==> config.mk <==
export PLATFORM = sky130hd
export DESIGN_NAME = apc_sym_decode
export DESIGN_NICKNAME = d
export VERILOG_FILES = /design/src/rtl/apc_pkg.sv /design/src/rtl/apc_sym_decode.sv
export SDC_FILE = /design/constraint.sdc
export NUM_CORES = 1
export LEC_CHECK = 0
export BUFFER_PORTS_ARGS = -buffer_cell sky130_fd_sc_hd__buf_4
export CORE_AREA = 2 2 39 41
export DETAILED_ROUTE_END_ITERATION = 8
export DIE_AREA = 0 0 41 43
export MAX_ROUTING_LAYER = met4
export SLEW_MARGIN = 25
export SYNTH_ARGS = -nofsm -noshare
export SYNTH_HDL_FRONTEND = slang
export SYNTH_SLANG_ARGS = --single-unit
export TNS_END_PERCENT = 5
==> constraint.sdc <==
create_clock -name vclk -period 2.32
set_input_delay 0.116 -clock vclk [all_inputs]
set_output_delay 0.116 -clock vclk [all_outputs]
set_load 0.005 [all_outputs]
==> src/rtl/apc_pkg.sv <==
// shared types and constants of the alignment profile counter
`timescale 1ns / 1ps

package apc_pkg;

  // width of one count on the result channel
  localparam int OUT_W = 16;

  // count slots in one column word of the column memory
  localparam int SLOT_MATCH  = 0;
  localparam int SLOT_INSERT = 4;
  localparam int SLOT_STATE  = 8;
  localparam int SLOTS       = 11;

  // characters of interest
  localparam logic [7:0] CH_UP_A = 8'h41;
  localparam logic [7:0] CH_UP_C = 8'h43;
  localparam logic [7:0] CH_UP_G = 8'h47;
  localparam logic [7:0] CH_UP_T = 8'h54;
  localparam logic [7:0] CH_UP_Z = 8'h5A;
  localparam logic [7:0] CH_LO_A = 8'h61;
  localparam logic [7:0] CH_LO_C = 8'h63;
  localparam logic [7:0] CH_LO_G = 8'h67;
  localparam logic [7:0] CH_LO_T = 8'h74;
  localparam logic [7:0] CH_LO_Z = 8'h7A;
  localparam logic [7:0] CH_DASH = 8'h2D;

  typedef enum logic [1:0] {
    CMD_ANCESTOR = 2'd0,
    CMD_BEGIN    = 2'd1,
    CMD_CHAR     = 2'd2,
    CMD_READ     = 2'd3
  } cmd_e;

  typedef enum logic [2:0] {
    SEL_MATCH  = 3'd0,
    SEL_INSERT = 3'd1,
    SEL_STATE  = 3'd2,
    SEL_TRANS  = 3'd3,
    SEL_ANC    = 3'd4
  } sel_e;

  typedef enum logic [1:0] {
    ERR_OK    = 2'd0,
    ERR_CHAR  = 2'd1,
    ERR_RANGE = 2'd2
  } err_e;

  typedef enum logic [1:0] {
    CLS_MATCH  = 2'd0,
    CLS_INSERT = 2'd1,
    CLS_DELETE = 2'd2,
    CLS_NONE   = 2'd3
  } cls_e;

  typedef enum logic [1:0] {
    ST_CLEAR = 2'd0,
    ST_IDLE  = 2'd1,
    ST_BUSY  = 2'd2
  } st_e;

  // decoded character
  typedef struct packed {
    logic       is_char;
    cls_e       cls;
    logic       base_ok;
    logic [1:0] base;
  } sym_info_t;

  // word in flight between accept and write-back
  typedef struct packed {
    logic                  col_upd;
    cls_e                  cls;
    logic                  base_ok;
    logic [1:0]            base;
    logic                  from_mem;
    sel_e                  sel;
    err_e                  err;
    logic [3:0][OUT_W-1:0] cnt;
  } item_t;

endpackage

==> src/rtl/apc_sym_decode.sv <==
// character classifier: state class and base code of one ascii symbol
`timescale 1ns / 1ps

module apc_sym_decode import apc_pkg::*; (
  input  logic [7:0] symbol_i,
  output sym_info_t  info_o
);

  always_comb begin
    info_o = '0;
    // state class
    if (symbol_i >= CH_UP_A && symbol_i <= CH_UP_Z) begin
      info_o.is_char = 1'b1;
      info_o.cls     = CLS_MATCH;
    end else if (symbol_i >= CH_LO_A && symbol_i <= CH_LO_Z) begin
      info_o.is_char = 1'b1;
      info_o.cls     = CLS_INSERT;
    end else if (symbol_i == CH_DASH) begin
      info_o.is_char = 1'b1;
      info_o.cls     = CLS_DELETE;
    end else begin
      info_o.is_char = 1'b0;
      info_o.cls     = CLS_NONE;
    end
    // base code, either case
    if (symbol_i == CH_UP_A || symbol_i == CH_LO_A) begin
      info_o.base_ok = 1'b1;
      info_o.base    = 2'd0;
    end else if (symbol_i == CH_UP_C || symbol_i == CH_LO_C) begin
      info_o.base_ok = 1'b1;
      info_o.base    = 2'd1;
    end else if (symbol_i == CH_UP_G || symbol_i == CH_LO_G) begin
      info_o.base_ok = 1'b1;
      info_o.base    = 2'd2;
    end else if (symbol_i == CH_UP_T || symbol_i == CH_LO_T) begin
      info_o.base_ok = 1'b1;
      info_o.base    = 2'd3;
    end
  end

endmodule

After elaboration in Yosys (flattened, before gate mapping)
Cells that the tools add are included.

word-level totals
  bits in registers = 0
  word-level logic and storage cells = 26

cells by class
  reduce and logical (&&, ||, !) cells = 6
  $lt $le $gt $ge = 4
  eq/ne operators = 9
  multiplexer cells = 7

operator list
  kind                  number
  $eq A8 B7 Y1 const B  8
  $mux W3               7
  $ge A8 B7 Y1 const B  2
  $le A8 B7 Y1 const B  2
  $eq A8 B6 Y1 const B  1
  $logic_or A1 B1 Y1    4
  $logic_and A1 B1 Y1   2

Longest topological paths before layout
Gate-level depths: netlist (run 1).

  depth after elaboration = 6
  depth in mapped cells = 3
  gate-level depth less buffers = 3

Worst setup path after synthesis (run 1)
OpenSTA, ideal clock, no wires.

  path type = in2out
  start = input symbol_i[0]
  end = output info_o[3] in the netlist's numbering
  cell stages on the path = 3
  required time = 2.204 ns
  data arrival time = 0.942 ns
  path slack = 1.262 ns
  path buffers = 0
  path through = or4_1 -> o21ai_2 -> o41a_2

RTL lines
  what             RTL line             source
  start, declared  apc_sym_decode.sv:5  input logic [7:0] symbol_i,
  end, declared    apc_sym_decode.sv:6  output sym_info_t info_o

==> results of run 1 <==
-- area by class of cell --
cell class         instances  share of cell area, %
well taps                 16                   7.66
multi-input cells         21                   50.7
inverters                  1                   1.44
repair buffers            14                   40.2
-- cell families (layout without fill, tap and decap cells) --
kind of cell / count (synthesis) / in the layout / share of synthesized area (%)
compound gates: 8 / 8 / 41.3
buf+inv: 1 / 15 / 2.75
simple gates: 13 / 13 / 56.0
-- layer usage --
metal  GRT usage, %  vias up
li1               -      117
met3              0        0
met1           5.06      110
met5              -        -
met2           9.06        7
met4              0        0
-- worst max-delay path by stage --
stage	slack (ns)	cells after the start	endpoint
4_1_cts	1.01	5	info_o[3]
6_report	1.02	5	info_o[3]
2_1_floorplan	1.26	3	info_o[3]
3_3_place_gp	1.02	5	info_o[3]
5_1_grt	0.98	5	info_o[3]
3_5_place_dp	1.01	5	info_o[3]
-- where the power goes --
group | switching, W | internal (W)
clock | 0 | 0
sequential | 0 | 0
combinational | 0.0000154 | 0.0000196
-- worst max-delay path, delay by kind of cell --
family / cells / cell delay [ns]
AO/OA/AOI/OAI: 2 / 0.33
buffers and inverters: 2 / 0.22
AND/OR/NAND/NOR: 1 / 0.53
-- metrics by stage --
step                      cell area, um^2  std cells  util (%)  power (W)  hold slack [ns]
after CTS                             262         52      18.9  0.0000355            0.536
final                                 262         52      18.9  0.0000351            0.532
after floorplan                       136         22         -  0.0000128            0.297
after global routing                  262         52      18.9  0.0000387            0.551
after global placement                262         52      18.9  0.0000353            0.538
after detailed placement              262         52      18.9  0.0000355            0.537
-- Yosys cell counts --
master | count | share of area (%)
inv_1 | 1 | 2.7
nor2_1 | 3 | 8.3
nand4b_1 | 1 | 6.4
o21ai_2 | 1 | 6.4
nor4bb_1 | 1 | 7.3
nand3_1 | 2 | 7.3
a22oi_1 | 1 | 5.5
and2b_2 | 1 | 6.4
nor3_1 | 1 | 3.7
nand2_1 | 2 | 5.5
a21oi_1 | 3 | 11
or4_1 | 1 | 5.5
o41a_2 | 1 | 9.2
o21ai_0 | 1 | 3.7
o31ai_1 | 1 | 5.5
or3_2 | 1 | 5.5
==> results.md, run 1 <==
- Chip height: 43 um
- Worst IR Drop VDD: 15.1 uV
- Net Count, Synth: 30
- # rows: 14
- Die width: 41 um
- Worst hold path type: primary input to output pin
- Largest fanout on the critical path: 4
- WP data arrival: 1.19 ns
- Ports: 14
- Fillers: 160
- Worst min-delay path startpoint: symbol_i[7]
- First-pass iteration count of the detailed router: 1
- Remaining antenna violation count: 0
- Routed length per instance: 8.79 um
- Initial Utilization: 9.86%
- Status: completed
- Most frequent cells in the layout: buf_4, a21oi_1, nor2_1, nand2_1, nand3_1
- Normalized max-slew margin: 85.6%
- Final WS setup: 1.02 ns
- Wire length on met2: 248 um
- Vias per inst: 4.50
- Hold Violations, Final: 0
- Routed wl met3: 56 um
- # Post-CTS Setup Buffers: 0
- Gpl congestion: 0.565
- CP required: 2.20 ns
- Fin crit period: 1.30 ns
- RSZ-0062 raised after global routing: false
- Number of synthesis warnings: 0
- Post-Place Worst Slack: 1.01 ns
- Fraction of layout instances using a drive strength above 1: 50.0%
- N_diodes: 0
- PwrDens: 134 nW/um^2
- Antenna violations before repair: 0
- Total grt overflow: 0
- Actual slew at the worst max-slew pin: 0.214 ns
- Nets@finish: 46
- DRT iter0 DRCs: 0
- Met1 WL: 152 um
- Mapped cell area: 136 um^2
- Most common cell after layout, fill and taps aside: buf_4
- Register area: 0 um^2
- Die ar.: 1760 um^2
- Hold Path Sink: info_o[4]
- Total track usage: 4.61%
- Hold path cells: 3
- Post-route setup TNS: 0 ns
- Critical path startpoint category: primary input
- Pins Over Slew Limit: 0
- Critical Path Source: symbol_i[0]
- Routed wire length: 457 um
- # clk buffers: 0
- Layout area overhead: 91.7%
- Crit path cell chain: buf_4, or4_1, o21ai_2, o41a_2, buf_4
- Post_cts resized: 0
- CP Capture Type: output pin
- First-pass GRT wire length: 607 um
- Static Leak: 0.108 nW
- Most frequent CP cell: buf_4
- Seq/Total Area, Yosys: 0%
- Multi-input gate area: 133 um^2
- Synth Area per Inst: 6.20 um^2
- Routed vias: 234
- Synth cell types: 16
- Setup-failing EPs final: 0
- Count of flip-flops and latches: 0
- Max stage delay on crit path: 0.53 ns
- Vias in the first global route: 174
- Top layer in use: met3
- CP max-delay cell: or4_1
- DRC: 0
- Final period utilization: 56.1%
- WS Path Type: primary input to output pin
- Cts hold-fix bufs: 0
- Placeable core area: 1380 um^2
- Largest net degree at the start of global routing: 8
- Maximum clock rate: 0.768 GHz
- Max Cap Viol: 0
- I/O Buffers: 14
- Post-Syn Instances: 22
(Power assumes the default switching activity.)
==> inputs of run 2 (changes only) <==
Settings changed: ABC_AREA from default to 1.
Clock period 2.32 ns to 1.2 ns, I/O delays scaled along.
==> run 2 against run 1 <==
Cell count is 71% higher. Largest power group unchanged. Routed wire length rose by 51%. Flip-flop and latch count is the same. Sequential share of layout area did not move. Power grew to 3.2 times the previous value. Non-clock buffer count stayed put. First-iteration DRC count up 12.
==> results.md, run 2 <==
- Largest fanout on the critical path: 4 (unchanged)
- CP required: 1.14 ns (-1.06 ns)
- CP Capture Type: output pin
- Worst min-delay path startpoint: symbol_i[0]
- PwrDens: 296 nW/um^2 (+120%)
- Worst IR Drop VDD: 99.8 uV (+560%)
- Internal: 0.0000519 W (+160%)
- Max stage delay on crit path: 0.13 ns (-0.40 ns)
- Largest net degree at the start of global routing: 7 (-1)
- Most frequent cells in the layout: nand2_1, buf_4, nor2_1, inv_1, nand3_1
- Static Leak: 0.231 nW (+110%)
- Fraction of layout instances using a drive strength above 1: 24.7% (-25 points)
- First-pass GRT wire length: 1170 um (+92%)
- Top post-synthesis cells by area: nand2_1, nand3_1, nor2_1
- Switching share of power: 54.0% (+10 points)
- Count of flip-flops and latches: 0 (unchanged)
- I/O Buffers: 14 (unchanged)
- Total track usage: 8.80% (+4.2 points)
- Total grt overflow: 0 (unchanged)
- # Post-CTS Setup Buffers: 0 (unchanged)
- CP max-delay cell: nor2_1
- DRC: 0 (unchanged)
- Chip height: 43 um (unchanged)
- Final period utilization: 80.7%
- Crit path cell chain: buf_4, inv_1, nand2_1, nor2_1, nand3_1, nand2_1, nand2_1, nand2_1, inv_1, buf_4
- Synth Area per Inst: 4.35 um^2 (-30%)
- Pwr Total: 0.000113 W (+220%)
- First-pass iteration count of the detailed router: 4 (+3)
- Top-count cell post-synth: nand2_1
- Register area: 0 um^2 (unchanged)
- Post-Syn Instances: 59 (+170%)
- Net Count, Synth: 67 (+120%)
- Comb pwr share: 100.0% (about the same)
- Layout area overhead: 48.8%
- Most frequent CP cell: nand2_1
- Vias in the first global route: 306 (+76%)
- Area fraction of the dominant cell type after synthesis: 30.7% (+20 points)
- Setup-failing EPs final: 0 (unchanged)
- Most common cell after layout, fill and taps aside: nand2_1
- Placeable core area: 1380 um^2 (unchanged)
- Critical path startpoint category: primary input
- Post_cts resized: 0 (unchanged)
- Cts hold-fix bufs: 0 (unchanged)
- WS Path Type: primary input to output pin
- Hold Violations, Final: 0 (unchanged)
- WP data arrival: 0.91 ns (-0.28 ns)
- Maximum clock rate: 1.03 GHz
- Hold Path Sink: info_o[2]
- Critical Path Source: symbol_i[2]
- Post-synth top area cell: nand2_1
- Status: completed
- Clock group share of total power: 0% (unchanged)
- Multi-input gate area: 219 um^2 (+65%)
- Ports: 14 (unchanged)
- Routed wire length: 690 um (+51%)
- Seq pwr share: 0% (unchanged)
- Actual slew at the worst max-slew pin: 0.249 ns (+0.0357 ns)
- # rows: 14 (unchanged)
- Post-synth top cells: nand2_1, nor2_1, inv_1
- Antenna violations before repair: 0 (unchanged)
- Remaining antenna violation count: 0 (unchanged)
- Normalized max-slew margin: 83.2% (-2.3 points)
- Nets@finish: 83 (+80%)
- Switch Pwr: 0.0000611 W (+300%)
- Worst hold path type: primary input to output pin
- Number of synthesis warnings: 0 (unchanged)
- Post-route setup TNS: 0 ns (unchanged)
- Max Cap Viol: 0 (unchanged)
- Die width: 41 um (unchanged)
- Synth cell types: 11 (-5)
- Fin crit period: 0.969 ns
- Hold slack: 0.445 ns (-0.0873 ns)
- Layout Utilization: 27.6% (+8.7 points)
- Dpl hpwl: 613 um
- Hold path cells: 4 (+1)
- Die ar.: 1760 um^2 (unchanged)
- RSZ-0062 raised after global routing: false
- N_diodes: 0 (unchanged)
- Seq/Total Area, Yosys: 0% (unchanged)
- Gpl congestion: 0.853 (+51%)
- Mapped cell area: 256 um^2 (+88%)
- DRT iter0 DRCs: 12 (+12)
- Routed vias: 389 (+66%)
- Routed length per instance: 7.75 um (-12%)
- Pins Over Slew Limit: 0 (unchanged)
- Vias per inst: 4.37 (-2.9%)
- Fillers: 168 (+5.0%)
- # clk buffers: 0 (unchanged)
- Initial Utilization: 18.5% (+8.7 points)
[run 2: cell types whose count changed after synthesis, moves of 2 or more]
cell	previous run	this run
inv_1	1	9
nand2_1	2	21
nand3_1	2	8
nand4_1	0	3
nor2_1	3	10
nor2_2	0	2
[run 2: layout make-up]
class | instances | share of cell area, %
tap | 16 | 5.25
multi-input combinational | 49 | 57.4
timing repair buffer | 14 | 27.5
inverter | 10 | 9.84
[run 2: cell families after synthesis]
family,synth area share [%]
simple gates,75.1
compound gates,10.2
buf+inv,14.6
[run 2: worst max-delay path by stage]
stage / to / depth (start not counted)
global placement: info_o[4] / 10
finish: info_o[4] / 10
CTS: info_o[4] / 10
global route: info_o[4] / 10
detailed placement: info_o[4] / 10
floorplan: info_o[4] / 8
[run 2: per-layer routing]
| metal | vias up | wire [um] | global-route usage [%] |
|---|---|---|---|
| li1 | 214 | - | - |
| met1 | 164 | 332 | 13.3 |
| met2 | 11 | 314 | 13.8 |
| met3 | 0 | 43 | 0 |
| met4 | 0 | 0 | 0 |
| met5 | - | 0 | - |
[run 2: per-stage QoR]
step | std cells | area, um^2 | setup WS, ns
6_report | 89 | 382 | 0.231
5_1_grt | 89 | 382 | 0.107
4_1_cts | 89 | 382 | 0.220
3_5_place_dp | 89 | 382 | 0.219
3_3_place_gp | 89 | 382 | 0.255
2_1_floorplan | 59 | 256 | 0.547
[run 2: power by group through the flow]
stage	Clock (W)	Sequential, W	Combinational, W
2_1_floorplan	0	0	0.0000553
3_3_place_gp	0	0	0.000112
3_5_place_dp	0	0	0.000113
4_1_cts	0	0	0.000113
5_1_grt	0	0	0.000128
6_report	0	0	0.000113
[run 2: worst max-delay path, delay by kind of cell]
family,cells,cell delay [ns]
and+or+nand+nor,6,0.49
buffers and inverters,4,0.35
==> inputs of run 3 (changes only) <==
Clock period 1.2 ns to 0.99 ns, I/O delays scaled along.
==> run 3 against run 2 <==
Non-clock buffer count unchanged. Power grew 29%. Critical path type unchanged. Worst setup slack got worse by 0.15 ns. First-iteration DRC count fell by 8.3%. Flip-flop and latch count unchanged. Largest cell class unchanged.
==> results.md, run 3 (synthesis gave the netlist of run 2 again) <==
- DRC: 0 (unchanged)
- WP data arrival: 0.86 ns (-0.05 ns)
- Most frequent CP cell: nand2_1
- Layout Utilization: 29.0% (+1.4 points)
- Final period utilization: 91.7%
- Max stage delay on crit path: 0.13 ns (about the same)
- Vias per inst: 4.44 (+1.5%)
- Nets@finish: 83 (unchanged)
- Chip height: 43 um (unchanged)
- Maximum clock rate: 1.10 GHz
- RSZ-0062 raised after global routing: true
- GRT met3 Usage: 0% (unchanged)
- Hold Violations, Final: 0 (unchanged)
- PwrDens: 363 nW/um^2 (+23%)
- Top Family by Delay on Critical Path: simple AND/OR/NAND/NOR gates
- Count of flip-flops and latches: 0 (unchanged)
- Total grt overflow: 0 (unchanged)
- Antenna violations before repair: 0 (unchanged)
- Register area: 0 um^2 (unchanged)
- Die ar.: 1760 um^2 (unchanged)
- Actual slew at the worst max-slew pin: 0.167 ns (-0.0827 ns)
- First-pass GRT wire length: 1170 um (unchanged)
- Largest net degree at the start of global routing: 7 (unchanged)
- Crit path cell chain: buf_4, inv_2, nand2_1, nor2_1, nand2_1, nand3_1, nand2_1, nand2_1, inv_1, buf_4
- Die width: 41 um (unchanged)
- CP Buf/Inv Count: 4 (unchanged)
- Routed wire length: 709 um (+2.8%)
- # clk buffers: 0 (unchanged)
- CP max-delay cell: buf_4
- GR Util met1: 13.0% (-0.32 points)
- Post-route setup TNS: 0 ns (unchanged)
- Non-Filler Instances: 89 (unchanged)
- Most common cell after layout, fill and taps aside: nand2_1
- I/O Buffers: 14 (unchanged)
- Layout area overhead: 56.6%
- Largest fanout on the critical path: 5 (+1)
- Vias in the first global route: 318 (+3.9%)
- N_diodes: 0 (unchanged)
- Hold slack: 0.427 ns (-0.0179 ns)
- Total track usage: 9.01% (+0.20 points)
- Status: completed
- Gpl congestion: 0.878 (+2.9%)
- Static Leak: 0.230 nW (-0.17%)
- Max Cap Viol: 0 (unchanged)
- Remaining antenna violation count: 0 (unchanged)
- CP Capture Type: output pin
- Initial Utilization: 18.5% (unchanged)
- Routed vias: 395 (+1.5%)
- Ports: 14 (unchanged)
- # rows: 14 (unchanged)
- Busiest layer in global routing: met2
- Hold path cells: 4 (unchanged)
- WS Path Type: primary input to output pin
- Normalized max-slew margin: 88.8% (+5.6 points)
- Placeable core area: 1380 um^2 (unchanged)
- Dpl hpwl: 623 um (+1.6%)
- Critical Path Source: symbol_i[7]
- Most frequent cells in the layout: nand2_1, buf_4, nor2_1, nand3_1, inv_1
- Worst hold path type: primary input to output pin
- Cts hold-fix bufs: 0 (unchanged)
- CP required: 0.94 ns (-0.20 ns)
- First-pass iteration count of the detailed router: 4 (unchanged)
- DRT iter0 DRCs: 11 (-1)
- Placed instance count: 89 (unchanged)
- Critical path startpoint category: primary input
- Critical Path End: info_o[4]
- Fin crit period: 0.908 ns
- Setup-failing EPs final: 0 (unchanged)
- Pins Over Slew Limit: 0 (unchanged)
- Cell count along the critical path: 10 (unchanged)
- Pwr Total: 0.000146 W (+29%)
- Fraction of layout instances using a drive strength above 1: 32.9% (+8.2 points)
- Routed length per instance: 7.97 um (+2.8%)
- M2 GR Usage: 14.7% (+0.94 points)
- Worst IR Drop VDD: 108 uV (+8.1%)
## run 3: report_power, final
group	total [W]	internal [W]	switching (W)
logic	0.000146	0.0000657	0.0000801
registers	0	0	0
clock network	0	0	0
total	0.000146	0.0000657	0.0000801
## run 3: how the worst min path moves through the flow
stage,end,start,slack (ns)
after floorplan,info_o[2],symbol_i[0],0.20
after CTS,info_o[2],symbol_i[0],0.43
final,info_o[2],symbol_i[0],0.43
after global routing,info_o[2],symbol_i[0],0.47
after detailed placement,info_o[2],symbol_i[0],0.42
after global placement,info_o[2],symbol_i[0],0.42
## run 3: area by class of cell
type / instances / area, um^2
inverters: 10 / 40.0
well taps: 16 / 20.0
multi-input cells: 49 / 236
repair buffers: 14 / 105
fillers: 164 / 982
## run 3: routing by layer
layer,vias to the layer above,wire (um)
met2,13,353
met3,0,50
li1,216,-
met4,0,0
met1,166,304
met5,-,0
## run 3: stage by stage
stage / cell area [um^2] / setup slack [ns]
2_1_floorplan: 256 / 0.358
3_3_place_gp: 382 / 0.0756
3_5_place_dp: 382 / 0.0540
4_1_cts: 382 / 0.0518
5_1_grt: 402 / -0.0254
6_report: 402 / 0.0823
## run 3: what timing repair did
action                                  CTS  global route
endpoints found under the setup margin    0             5
hold endpoints to repair                  0             0
setup buffers                             0             0
gates resized for setup                   0             8
## run 3: tightest hold or removal path: stages
cell and delay [ns]:
buf_4 0.12, nand2_1 0.05, nand3_1 0.06, buf_4 0.10
